<file path="config.mk">
export PLATFORM = sky130hd
export DESIGN_NAME = json_string_unescape_utf8
export DESIGN_NICKNAME = d
export VERILOG_FILES = /design/src/rtl/jsu_pkg.sv /design/src/rtl/jsu_step.sv /design/src/rtl/jsu_outbuf.sv /design/src/rtl/json_string_unescape_utf8.sv
export VERILOG_INCLUDE_DIRS = /design/src /design/src/rtl
export SDC_FILE = /design/constraint.sdc
export NUM_CORES = 1
export LEC_CHECK = 0
export ABC_AREA = 1
export BUFFER_PORTS_ARGS = -buffer_cell sky130_fd_sc_hd__buf_4
export CAP_MARGIN = 5
export CORE_MARGIN = 2
export CORE_UTILIZATION = 59
export CTS_CLUSTER_SIZE = 14
export DETAILED_ROUTE_END_ITERATION = 12
export PLACE_DENSITY = 0.86
export SLEW_MARGIN = 20
export SYNTH_ARGS = -nofsm -noshare
export SYNTH_HDL_FRONTEND = slang
export SYNTH_SLANG_ARGS = --single-unit
</file>
<file path="constraint.sdc">
create_clock -name clk -period 14.7 [get_ports clk]
set_input_delay 2.94 -clock clk [delete_from_list [all_inputs] [get_ports clk]]
set_output_delay 2.94 -clock clk [all_outputs]
set_load 0.02 [all_outputs]
</file>
<file path="src/rtl/json_string_unescape_utf8_defines.svh">
// ----------------------------------------------------------------------------
// JSON string unescaper assertion macros
// Shared concurrent assertion forms for the unescaper modules.
// ----------------------------------------------------------------------------
`ifndef JSON_STRING_UNESCAPE_UTF8_DEFINES_SVH
`define JSON_STRING_UNESCAPE_UTF8_DEFINES_SVH

// Checked at every clock edge outside reset.
`define JSU_ASSERT_PROP(lbl, clk_, rst_, prop, msg) \
  lbl: assert property (@(posedge clk_) disable iff (rst_) prop) \
    else $error(msg);

// Checked at every clock edge, reset included.
`define JSU_ASSERT_ALWAYS(lbl, clk_, prop, msg) \
  lbl: assert property (@(posedge clk_) prop) else $error(msg);

`endif

</file>
<file path="src/rtl/jsu_pkg.sv">
// ----------------------------------------------------------------------------
// JSON string unescaper package
// Types, character codes, status codes and decode functions.
// ----------------------------------------------------------------------------
package jsu_pkg;

  localparam int MAX_RESULTS = 4;
  localparam int CAP_W = 16;
  localparam logic [CAP_W-1:0] CAP_RESET = 16'd256;
  localparam logic [2:0] HEX_DIGITS = 3'd4;

  localparam logic [7:0] CH_SPACE = 8'h20;
  localparam logic [7:0] CH_TAB = 8'h09;
  localparam logic [7:0] CH_LF = 8'h0A;
  localparam logic [7:0] CH_CR = 8'h0D;
  localparam logic [7:0] CH_QUOTE = 8'h22;
  localparam logic [7:0] CH_BSLASH = 8'h5C;
  localparam logic [7:0] CH_SLASH = 8'h2F;
  localparam logic [7:0] CH_LOW_B = 8'h62;
  localparam logic [7:0] CH_LOW_F = 8'h66;
  localparam logic [7:0] CH_LOW_N = 8'h6E;
  localparam logic [7:0] CH_LOW_R = 8'h72;
  localparam logic [7:0] CH_LOW_T = 8'h74;
  localparam logic [7:0] CH_LOW_U = 8'h75;
  localparam logic [7:0] CH_ZERO = 8'h30;
  localparam logic [7:0] CH_NINE = 8'h39;
  localparam logic [7:0] CH_LOW_A = 8'h61;
  localparam logic [7:0] CH_UP_A = 8'h41;
  localparam logic [7:0] CH_UP_F = 8'h46;
  localparam logic [7:0] CH_BS = 8'h08;
  localparam logic [7:0] CH_FF = 8'h0C;

  localparam logic [15:0] HIGH_SURR_MIN = 16'hD800;
  localparam logic [15:0] HIGH_SURR_MAX = 16'hDBFF;
  localparam logic [15:0] LOW_SURR_MIN = 16'hDC00;
  localparam logic [15:0] LOW_SURR_MAX = 16'hDFFF;
  localparam logic [20:0] SUPP_BASE = 21'h10000;

  localparam logic [7:0] UTF8_CONT = 8'h80;
  localparam logic [7:0] UTF8_LEAD2 = 8'hC0;
  localparam logic [7:0] UTF8_LEAD3 = 8'hE0;
  localparam logic [7:0] UTF8_LEAD4 = 8'hF0;
  localparam logic [7:0] UTF8_MASK6 = 8'h3F;

  typedef enum logic [2:0] {
    MODE_WAIT,
    MODE_STR,
    MODE_ESC,
    MODE_HEX,
    MODE_HIGH1,
    MODE_HIGH2,
    MODE_LOWHEX,
    MODE_IDLE
  } mode_t;

  typedef enum logic [3:0] {
    ST_NONE = 4'd0,
    ST_OK = 4'd1,
    ST_EXPECTED_STRING = 4'd2,
    ST_BAD_ESCAPE = 4'd3,
    ST_BAD_UNICODE = 4'd4,
    ST_TRUNC_UNICODE = 4'd5,
    ST_TRUNC_PAIR = 4'd6,
    ST_BAD_PAIR = 4'd7,
    ST_UNTERMINATED = 4'd8
  } status_t;

  typedef struct packed {
    logic [7:0] value;
    logic eot;
    logic restart;
  } jsu_item_t;

  typedef struct packed {
    mode_t mode;
    logic [15:0] acc;
    logic [2:0] seen;
    logic bad;
    logic [15:0] pend;
  } jsu_state_t;

  localparam jsu_state_t STATE_CLEAR = '{
    mode: MODE_WAIT, acc: 16'h0, seen: 3'd0, bad: 1'b0, pend: 16'h0
  };

  typedef struct packed {
    logic [7:0] value;
    logic is_data;
    status_t status;
  } jsu_result_t;

  typedef struct packed {
    jsu_result_t [MAX_RESULTS-1:0] item;
    logic [2:0] n;
  } jsu_batch_t;

  typedef struct packed {
    logic ok;
    logic [3:0] val;
  } hex_t;

  typedef struct packed {
    logic ok;
    logic [7:0] val;
  } esc_t;

  typedef struct packed {
    logic [MAX_RESULTS-1:0][7:0] b;
    logic [2:0] n;
  } utf8_t;

  function automatic hex_t hex_decode(input logic [7:0] c);
    hex_t r;
    logic [7:0] t;
    r = '0;
    t = 8'h0;
    if (c >= CH_ZERO && c <= CH_NINE) begin
      t = c - CH_ZERO;
      r.ok = 1'b1;
    end else if (c >= CH_LOW_A && c <= CH_LOW_F) begin
      t = c - CH_LOW_A + 8'd10;
      r.ok = 1'b1;
    end else if (c >= CH_UP_A && c <= CH_UP_F) begin
      t = c - CH_UP_A + 8'd10;
      r.ok = 1'b1;
    end
    r.val = t[3:0];
    return r;
  endfunction

  function automatic esc_t esc_decode(input logic [7:0] c);
    esc_t r;
    r.ok = 1'b1;
    r.val = c;
    case (c) inside
      CH_QUOTE, CH_BSLASH, CH_SLASH: r.val = c;
      CH_LOW_B: r.val = CH_BS;
      CH_LOW_F: r.val = CH_FF;
      CH_LOW_N: r.val = CH_LF;
      CH_LOW_R: r.val = CH_CR;
      CH_LOW_T: r.val = CH_TAB;
      default: r.ok = 1'b0;
    endcase
    return r;
  endfunction

  function automatic utf8_t utf8_encode(input logic [20:0] cp);
    utf8_t r;
    r.b = '0;
    r.n = 3'd1;
    if (cp < 21'h80) begin
      r.b[0] = cp[7:0];
    end else if (cp < 21'h800) begin
      r.b[0] = UTF8_LEAD2 | {3'b000, cp[10:6]};
      r.b[1] = UTF8_CONT | (UTF8_MASK6 & {2'b00, cp[5:0]});
      r.n = 3'd2;
    end else if (cp < SUPP_BASE) begin
      r.b[0] = UTF8_LEAD3 | {4'h0, cp[15:12]};
      r.b[1] = UTF8_CONT | {2'b00, cp[11:6]};
      r.b[2] = UTF8_CONT | {2'b00, cp[5:0]};
      r.n = 3'd3;
    end else begin
      r.b[0] = UTF8_LEAD4 | {5'h00, cp[20:18]};
      r.b[1] = UTF8_CONT | {2'b00, cp[17:12]};
      r.b[2] = UTF8_CONT | {2'b00, cp[11:6]};
      r.b[3] = UTF8_CONT | {2'b00, cp[5:0]};
      r.n = 3'd4;
    end
    return r;
  endfunction

endpackage

</file>
<file path="src/rtl/jsu_step.sv">
// ----------------------------------------------------------------------------
// JSON string unescaper step logic
// Decodes one registered text byte against the parse state into a batch of
// up to four results and the next parse state.
// ----------------------------------------------------------------------------
module jsu_step #(
  parameter int COUNT_WIDTH = 16
) (
  input  jsu_pkg::jsu_item_t          item,
  input  jsu_pkg::jsu_state_t         state,
  input  logic [COUNT_WIDTH-1:0]      count,
  input  logic [jsu_pkg::CAP_W-1:0]   capacity,
  output jsu_pkg::jsu_state_t         state_next,
  output logic [COUNT_WIDTH-1:0]      count_next,
  output jsu_pkg::jsu_batch_t         batch
);

  localparam int CMP_W = ((COUNT_WIDTH > jsu_pkg::CAP_W) ? COUNT_WIDTH : jsu_pkg::CAP_W) + 1;

  jsu_pkg::jsu_state_t eff;
  logic [COUNT_WIDTH-1:0] eff_count;

  jsu_pkg::utf8_t enc_pend;
  logic [COUNT_WIDTH:0] pend_sum;
  logic [COUNT_WIDTH-1:0] count_pend;
  logic room_now;
  logic room_pend;
  logic room_str;

  jsu_pkg::hex_t hx;
  jsu_pkg::esc_t esc;
  logic [15:0] acc_n;
  logic [2:0] seen_n;
  logic bad_n;
  logic is_low;
  logic is_blank;
  logic [20:0] pair_cp;

  logic cp_en;
  logic [20:0] cp_val;
  logic tail_en;
  logic tail_data;
  logic [7:0] tail_value;
  jsu_pkg::status_t tail_status;

  jsu_pkg::utf8_t enc;
  logic [2:0] n_cp;
  logic [2:0] n_data;
  logic [COUNT_WIDTH:0] count_sum;
  jsu_pkg::jsu_result_t tail;

  always_comb begin
    eff = state;
    eff_count = count;
    if (item.restart) begin
      eff = jsu_pkg::STATE_CLEAR;
      eff_count = '0;
    end
  end

  assign enc_pend = jsu_pkg::utf8_encode({5'b0, eff.pend});
  assign pend_sum = {1'b0, eff_count} + (COUNT_WIDTH+1)'(enc_pend.n);
  assign count_pend = pend_sum[COUNT_WIDTH] ? '1 : pend_sum[COUNT_WIDTH-1:0];
  assign room_now = (CMP_W'(eff_count) + CMP_W'(4)) < CMP_W'(capacity);
  assign room_pend = (CMP_W'(count_pend) + CMP_W'(4)) < CMP_W'(capacity);
  assign room_str = (eff.mode == jsu_pkg::MODE_HIGH1) ? room_pend : room_now;

  assign hx = jsu_pkg::hex_decode(item.value);
  assign esc = jsu_pkg::esc_decode(item.value);
  assign acc_n = {eff.acc[11:0], (hx.ok ? hx.val : 4'h0)};
  assign seen_n = eff.seen + 3'd1;
  assign bad_n = eff.bad | ~hx.ok;
  assign is_low = (eff.mode == jsu_pkg::MODE_LOWHEX);
  assign is_blank = (item.value == jsu_pkg::CH_SPACE) || (item.value == jsu_pkg::CH_TAB) ||
                    (item.value == jsu_pkg::CH_LF) || (item.value == jsu_pkg::CH_CR);
  assign pair_cp = jsu_pkg::SUPP_BASE + {1'b0, eff.pend[9:0], acc_n[9:0]};

  always_comb begin
    state_next = eff;
    cp_en = 1'b0;
    cp_val = {5'b0, eff.pend};
    tail_en = 1'b0;
    tail_data = 1'b0;
    tail_value = 8'h00;
    tail_status = jsu_pkg::ST_NONE;
    unique case (eff.mode) inside
      jsu_pkg::MODE_WAIT: begin
        if (!item.eot && is_blank) begin
          state_next.mode = jsu_pkg::MODE_WAIT;
        end else if (!item.eot && item.value == jsu_pkg::CH_QUOTE) begin
          state_next.mode = jsu_pkg::MODE_STR;
        end else begin
          tail_en = 1'b1;
          tail_status = jsu_pkg::ST_EXPECTED_STRING;
          state_next.mode = jsu_pkg::MODE_IDLE;
        end
      end
      jsu_pkg::MODE_STR, jsu_pkg::MODE_HIGH1: begin
        if (eff.mode == jsu_pkg::MODE_HIGH1 && !item.eot &&
            item.value == jsu_pkg::CH_BSLASH) begin
          state_next.mode = jsu_pkg::MODE_HIGH2;
        end else begin
          cp_en = (eff.mode == jsu_pkg::MODE_HIGH1);
          state_next.mode = jsu_pkg::MODE_STR;
          if (item.eot || (item.value != jsu_pkg::CH_QUOTE && !room_str)) begin
            tail_en = 1'b1;
            tail_status = jsu_pkg::ST_UNTERMINATED;
            state_next.mode = jsu_pkg::MODE_IDLE;
          end else if (item.value == jsu_pkg::CH_QUOTE) begin
            tail_en = 1'b1;
            tail_status = jsu_pkg::ST_OK;
            state_next.mode = jsu_pkg::MODE_IDLE;
          end else if (item.value == jsu_pkg::CH_BSLASH) begin
            state_next.mode = jsu_pkg::MODE_ESC;
          end else begin
            tail_en = 1'b1;
            tail_data = 1'b1;
            tail_value = item.value;
          end
        end
      end
      jsu_pkg::MODE_ESC, jsu_pkg::MODE_HIGH2: begin
        if (!item.eot && item.value == jsu_pkg::CH_LOW_U) begin
          state_next.mode = (eff.mode == jsu_pkg::MODE_HIGH2) ? jsu_pkg::MODE_LOWHEX
                                                              : jsu_pkg::MODE_HEX;
          state_next.acc = 16'h0;
          state_next.seen = 3'd0;
          state_next.bad = 1'b0;
        end else begin
          cp_en = (eff.mode == jsu_pkg::MODE_HIGH2);
          if (eff.mode == jsu_pkg::MODE_HIGH2 && !room_pend) begin
            tail_en = 1'b1;
            tail_status = jsu_pkg::ST_UNTERMINATED;
            state_next.mode = jsu_pkg::MODE_IDLE;
          end else if (item.eot || !esc.ok) begin
            tail_en = 1'b1;
            tail_status = jsu_pkg::ST_BAD_ESCAPE;
            state_next.mode = jsu_pkg::MODE_IDLE;
          end else begin
            tail_en = 1'b1;
            tail_data = 1'b1;
            tail_value = esc.val;
            state_next.mode = jsu_pkg::MODE_STR;
          end
        end
      end
      jsu_pkg::MODE_HEX, jsu_pkg::MODE_LOWHEX: begin
        if (item.eot) begin
          tail_en = 1'b1;
          tail_status = is_low ? jsu_pkg::ST_TRUNC_PAIR : jsu_pkg::ST_TRUNC_UNICODE;
          state_next.mode = jsu_pkg::MODE_IDLE;
        end else begin
          state_next.acc = acc_n;
          state_next.seen = seen_n;
          state_next.bad = bad_n;
          if (seen_n >= jsu_pkg::HEX_DIGITS) begin
            if (bad_n) begin
              tail_en = 1'b1;
              tail_status = is_low ? jsu_pkg::ST_BAD_PAIR : jsu_pkg::ST_BAD_UNICODE;
              state_next.mode = jsu_pkg::MODE_IDLE;
            end else if (!is_low) begin
              if (acc_n >= jsu_pkg::HIGH_SURR_MIN && acc_n <= jsu_pkg::HIGH_SURR_MAX) begin
                state_next.pend = acc_n;
                state_next.mode = jsu_pkg::MODE_HIGH1;
              end else begin
                cp_en = 1'b1;
                cp_val = {5'b0, acc_n};
                state_next.mode = jsu_pkg::MODE_STR;
              end
            end else begin
              cp_en = 1'b1;
              state_next.mode = jsu_pkg::MODE_STR;
              if (acc_n >= jsu_pkg::LOW_SURR_MIN && acc_n <= jsu_pkg::LOW_SURR_MAX &&
                  eff.pend >= jsu_pkg::HIGH_SURR_MIN) begin
                cp_val = pair_cp;
              end
            end
          end
        end
      end
      jsu_pkg::MODE_IDLE: begin
        state_next.mode = jsu_pkg::MODE_IDLE;
      end
    endcase
  end

  assign enc = jsu_pkg::utf8_encode(cp_val);
  assign n_cp = cp_en ? enc.n : 3'd0;
  assign n_data = n_cp + {2'b00, tail_en & tail_data};
  assign count_sum = {1'b0, eff_count} + (COUNT_WIDTH+1)'(n_data);
  assign count_next = count_sum[COUNT_WIDTH] ? '1 : count_sum[COUNT_WIDTH-1:0];
  assign tail = '{value: tail_value, is_data: tail_data, status: tail_status};

  always_comb begin
    for (int i = 0; i < jsu_pkg::MAX_RESULTS; i++) begin
      if (3'(i) < n_cp) begin
        batch.item[i] = '{value: enc.b[i], is_data: 1'b1, status: jsu_pkg::ST_NONE};
      end else begin
        batch.item[i] = tail;
      end
    end
    batch.n = n_cp + {2'b00, tail_en};
  end

endmodule

</file>
<file path="src/rtl/jsu_outbuf.sv">
// ----------------------------------------------------------------------------
// JSON string unescaper result register
// Holds the results of one decoded byte and presents them one per
// transaction on the output stream.
// ----------------------------------------------------------------------------
`include "json_string_unescape_utf8_defines.svh"

module jsu_outbuf (
  input  logic                clk,
  input  logic                rst,
  input  logic                load,
  input  jsu_pkg::jsu_batch_t batch,
  output logic                free,
  output logic                m_axis_tvalid,
  input  logic                m_axis_tready,
  output logic [7:0]          m_axis_tdata,  // out_byte
  output logic [4:0]          m_axis_tuser,  // is_data, status[3:0]
  output logic                m_axis_tlast   // last
);

  jsu_pkg::jsu_batch_t held;
  logic valid;
  logic [1:0] idx;
  logic at_last;
  jsu_pkg::jsu_result_t cur;

  assign cur = held.item[idx];
  assign at_last = ({1'b0, idx} == (held.n - 3'd1));
  assign free = !valid || (m_axis_tready && at_last);

  assign m_axis_tvalid = valid;
  assign m_axis_tdata = cur.value;
  assign m_axis_tuser = {cur.status, cur.is_data};
  assign m_axis_tlast = at_last;

  always_ff @(posedge clk) begin
    if (rst) begin
      valid <= 1'b0;
      idx <= 2'd0;
    end else if (load) begin
      valid <= 1'b1;
      idx <= 2'd0;
    end else if (valid && m_axis_tready) begin
      if (at_last) begin
        valid <= 1'b0;
      end else begin
        idx <= idx + 2'd1;
      end
    end
  end

  always_ff @(posedge clk) begin
    if (load) begin
      held <= batch;
    end
  end

  `JSU_ASSERT_PROP(a_load_when_free, clk, rst, load |-> free, "result register overwritten")
  `JSU_ASSERT_PROP(a_count_range, clk, rst, valid |-> (held.n != 3'd0 && held.n <= 3'd4),
                   "bad result count")
  `JSU_ASSERT_PROP(a_drain_ends, clk, rst,
                   (valid && m_axis_tready && at_last && !load) |=> !valid,
                   "result register did not empty")
  `JSU_ASSERT_PROP(a_status_clean, clk, rst,
                   (valid && !cur.is_data) |->
                   (cur.value == 8'h00 && cur.status != jsu_pkg::ST_NONE),
                   "malformed status result")
  `JSU_ASSERT_PROP(a_data_clean, clk, rst,
                   (valid && cur.is_data) |-> (cur.status == jsu_pkg::ST_NONE),
                   "data result carries a status")

endmodule

</file>
<file path="src/rtl/json_string_unescape_utf8.sv">
// A byte accepted into the input register is decoded combinationally and, if it gives any
// result, loaded into the result register once that register is free; its first result is offered from then on.
// Throughput: one byte per cycle while each byte gives at most one result and the output
// is ready; a byte giving more holds the input until the output port has taken them all.
// Reset (rst, synchronous, active high) clears the parse state, the output count and the
// valid flags of both registers, and sets the output capacity to 256.
// ----------------------------------------------------------------------------
// JSON string unescaper
// Streams a JSON string token byte by byte and emits its decoded UTF-8 bytes
// followed by a final status.
// ----------------------------------------------------------------------------
module json_string_unescape_utf8 #(
  parameter int COUNT_WIDTH = 16
) (
  input  logic                      clk,
  input  logic                      rst,
  input  logic                      cfg_we,
  input  logic [jsu_pkg::CAP_W-1:0] cfg_wdata,      // output_capacity
  input  logic                      s_axis_tvalid,
  output logic                      s_axis_tready,
  input  logic [7:0]                s_axis_tdata,   // in_byte
  input  logic [1:0]                s_axis_tuser,   // end_of_text, restart
  output logic                      m_axis_tvalid,
  input  logic                      m_axis_tready,
  output logic [7:0]                m_axis_tdata,   // out_byte
  output logic [4:0]                m_axis_tuser,   // is_data, status[3:0]
  output logic                      m_axis_tlast    // last
);

  logic [jsu_pkg::CAP_W-1:0] capacity;
  logic in_valid;
  jsu_pkg::jsu_item_t item;
  jsu_pkg::jsu_state_t state;
  jsu_pkg::jsu_state_t state_next;
  logic [COUNT_WIDTH-1:0] count;
  logic [COUNT_WIDTH-1:0] count_next;
  jsu_pkg::jsu_batch_t batch;
  logic free;
  logic process;
  logic load;

  assign process = in_valid && free;
  assign load = process && (batch.n != 3'd0);
  assign s_axis_tready = !in_valid || process;

  always_ff @(posedge clk) begin
    if (rst) begin
      capacity <= jsu_pkg::CAP_RESET;
    end else if (cfg_we) begin
      capacity <= cfg_wdata;
    end
  end

  always_ff @(posedge clk) begin
    if (rst) begin
      in_valid <= 1'b0;
    end else if (s_axis_tvalid && s_axis_tready) begin
      in_valid <= 1'b1;
    end else if (process) begin
      in_valid <= 1'b0;
    end
  end

  always_ff @(posedge clk) begin
    if (s_axis_tvalid && s_axis_tready) begin
      item <= '{value: s_axis_tdata, eot: s_axis_tuser[0], restart: s_axis_tuser[1]};
    end
  end

  always_ff @(posedge clk) begin
    if (rst) begin
      state <= jsu_pkg::STATE_CLEAR;
      count <= '0;
    end else if (process) begin
      state <= state_next;
      count <= count_next;
    end
  end

  jsu_step #(
    .COUNT_WIDTH(COUNT_WIDTH)
  ) u_step (
    .item       (item),
    .state      (state),
    .count      (count),
    .capacity   (capacity),
    .state_next (state_next),
    .count_next (count_next),
    .batch      (batch)
  );

  jsu_outbuf u_outbuf (
    .clk           (clk),
    .rst           (rst),
    .load          (load),
    .batch         (batch),
    .free          (free),
    .m_axis_tvalid (m_axis_tvalid),
    .m_axis_tready (m_axis_tready),
    .m_axis_tdata  (m_axis_tdata),
    .m_axis_tuser  (m_axis_tuser),
    .m_axis_tlast  (m_axis_tlast)
  );

endmodule

</file>
==> reports/qor.csv <==
stage;metric;value;unit
synthesis;Post-synth EDFFs;65;
clock_tree;Longest Clk Path Bufs;2;
global_route;first-pass GRT wire length;45930;um
clock_tree;htree depth;4;
power;power density cells;99.87;mW/mm2
setup_path;crit-path most repeated cell;nand2_1;
synthesis;Seq/Total Area, Yosys;33.22;%
clock_tree;CTS buffer count;17;
synthesis;Synth area leader;edfxtp_1;
floorplan;core area;0.01670;mm2
floorplan;Rows;47;
drt;via/cell ratio;5.869;
drt;initial DRC count;906;
timing;f_max;119.8;MHz
global_route;Tot GR Track Use;32.05;%
power;Total Power;1.118;mW
floorplan;IO Count;47;
timing;Final Cycle Share;56.76;%
placed_design;Port Buffers;46;
setup_path;critical path peak fanout;25;
setup_path;CP max-delay cell;fa_1;
layout;nets@finish;1557;
clock_tree;CTS resizes;0;
synthesis;Unique masters post-synth;52;
placed_design;post-DP HPWL;21350;um
floorplan;Initial Util;60.80;%
global_route;gr ovfl total;0;
power;Worst VDD drop;0.08365;mV
clock_tree;clk root buf;clkbuf_16;
drt;WL/cell;16.76;um
setup_path;WP data required;15030;ps
timing;setup tns final;0;ps
timing;worst slew pin tran;860.2;ps
synthesis;area share of the largest cell type after synthesis;19.22;%
global_route;vias in the first global route;9284;
layout;most frequent cells in the layout;299 x nand2_1, 213 x inv_1, 162 x nor2_1;
run_status;status;complete, no violations;
global_route;largest net degree at the start of global routing;56;
timing;Slew Viols, Final;0;
floorplan;Die Ht;135.2;um
clock_tree;register clock-pin slew on the reported worst setup and hold paths;70;ps
clock_tree;clk sink count;136;
min_path;HP Class;flop to flop;
drt;DRT antenna net count;0;
synthesis;register bit total from synthesis;136;
drt;number of remaining DRC errors;0;
clock_tree;CTS tree;built;
floorplan;die width;135.2;um
layout;fillers;1465;
timing;unrepaired setup endpoints after global routing;false;
clock_tree;post-CTS setup repair buffer count;0;
synthesis;syn_nets;1536;
timing;Max-slew headroom;42.18;%
layout;area grow syn2layout;10.29;%
setup_path;CP Class;flop to flop;
power;leak pwr;5.312;nW
clock_tree;Clock Latency Late Sink;450;ps
setup_path;Worst setup SP type;flop;
drt;DRT Wirelength;28620;um
clock_tree;cts hold-fix bufs;0;
drt;Pre-Repair DR Iteration Count;7;
timing;Layout Skew;16.54;ps
synthesis;Yosys warning count;0;
global_route;initial antenna violation count;0;
floorplan;die area;0.01828;mm2
synthesis;prevailing post-synth register cell;dfxtp_1;
placed_design;routability cong.;0.9646;
layout;most common cell after layout, fill and taps aside;nand2_1;
synthesis;cell count after synthesis;1454;
synthesis;Syn Std Cell Area;0.01015;mm2
job;max_cap viols;0;
timing;Hold Vio Cnt, Final;0;
layout;share of cells above drive strength 1;10.48;%
timing;Final Setup Violations;0;
synthesis;synth top area cells;edfxtp_1 19%, dfxtp_1 14%, nand2_1 11%;
layout;# diodes;0;
synthesis;async set-or-reset flop fraction in the synthesized netlist;0;%
drt;vias;10020;
setup_path;Critical Path AT;8680;ps
synthesis;Post-Syn Area per Cell;6.984;um2
setup_path;CP Capture Type;flop;
setup_path;max incr delay on CP;440;ps
timing;minimum clock period;8344;ps
[layer usage]
layer  global-route usage, %  wire length (um)  vias up
met5                       0                 0        -
met4                   17.25              1458        0
met3                   6.472              2065      107
met2                   53.33             13680      439
met1                   39.22             11410     4553
li1                        -                 -     4925
[synth_stat cells (all sizes together), types with 2 or more instances]
library cell	instances
nand2	314
inv	229
nor2	179
o21ai	108
nand3	100
dfxtp	71
a21oi	69
edfxtp	65
ha	49
clkbuf	33
nand4	33
o211ai	30
xor2	29
nor3	27
a221oi	17
buf	17
o22ai	15
a31oi	12
a211oi	10
o2111ai	7
o221ai	7
a22oi	5
nor4	4
xnor2	4
clkinv	3
nand3b	3
nor3b	3
a32o	2
fa	2
o21a	2
or2	2
[worst max-delay path: cells and delay by family (launching register included)]
kind            cells  cell delay (ps)
buf+inv             8              910
fa+ha+maj           6             1510
compound gates      6             1260
simple gates       26             4110
flops               1              430
[registers in the layout (all words and copies together), names as in the netlist]
register	flops
u_outbuf.held	55
capacity	16
in_valid	1
u_outbuf.m_axis_tvalid	1
state	35
count	16
u_outbuf.idx	2
item	10
[worst paths after layout]
check	from	end	slack (ps)	cells after the start
setup / recovery	item[0]$_DFFE_PP_	count[4]$_SDFFE_PP0P_	6360	46
hold / removal	state[22]$_SDFFE_PP0P_	state[22]$_SDFFE_PP0P_	470	2
setup reg to reg	item[0]$_DFFE_PP_	count[4]$_SDFFE_PP0P_	6360	46
hold reg to reg	state[22]$_SDFFE_PP0P_	state[22]$_SDFFE_PP0P_	470	2
[power by group]
part,leakage (nW),switching (mW),internal [mW],total [mW]
Clock,0.299,0.195,0.259,0.454
Sequential,1.20,0.0148,0.433,0.448
Combinational,3.82,0.147,0.0695,0.216
[stage by stage]
step | util (%) | hold slack (ps) | cell area, um2 | std cells | setup slack (ps)
floorplan | - | 440.8 | 10150 | 1454 | 7733
detailed placement | 63.31 | 453.2 | 10570 | 1676 | 6421
finish | 67.06 | 469.7 | 11200 | 1708 | 6356
CTS | 67.03 | 466.0 | 11190 | 1708 | 6333
global route | 67.06 | 492.6 | 11200 | 1708 | 5565
global placement | 63.31 | 453.7 | 10570 | 1676 | 6731
[cell families after synthesis]
family                     synth area share (%)
adders and majority gates                 6.432
xor gates and xnor gates                  2.846
DFF                                       33.22
muxes                                    0.1109
and+or+nand+nor                           29.13
buffers and inverters                     11.09
AOI/OAI and AO/OA                         17.18
[area by class of cell]
cell class              instances  area, um2  area share, %
clock inverters                15      196.4          1.754
multi-input cells            1036       5662          50.55
clock buffers                  17      425.4          3.798
well taps                     220      275.3          2.458
flip-flops and latches        136       3373          30.12
repair buffers                 52      390.4          3.486
inverters                     232      877.1          7.832
No activity file was read; power rests on OpenSTA's default activity.
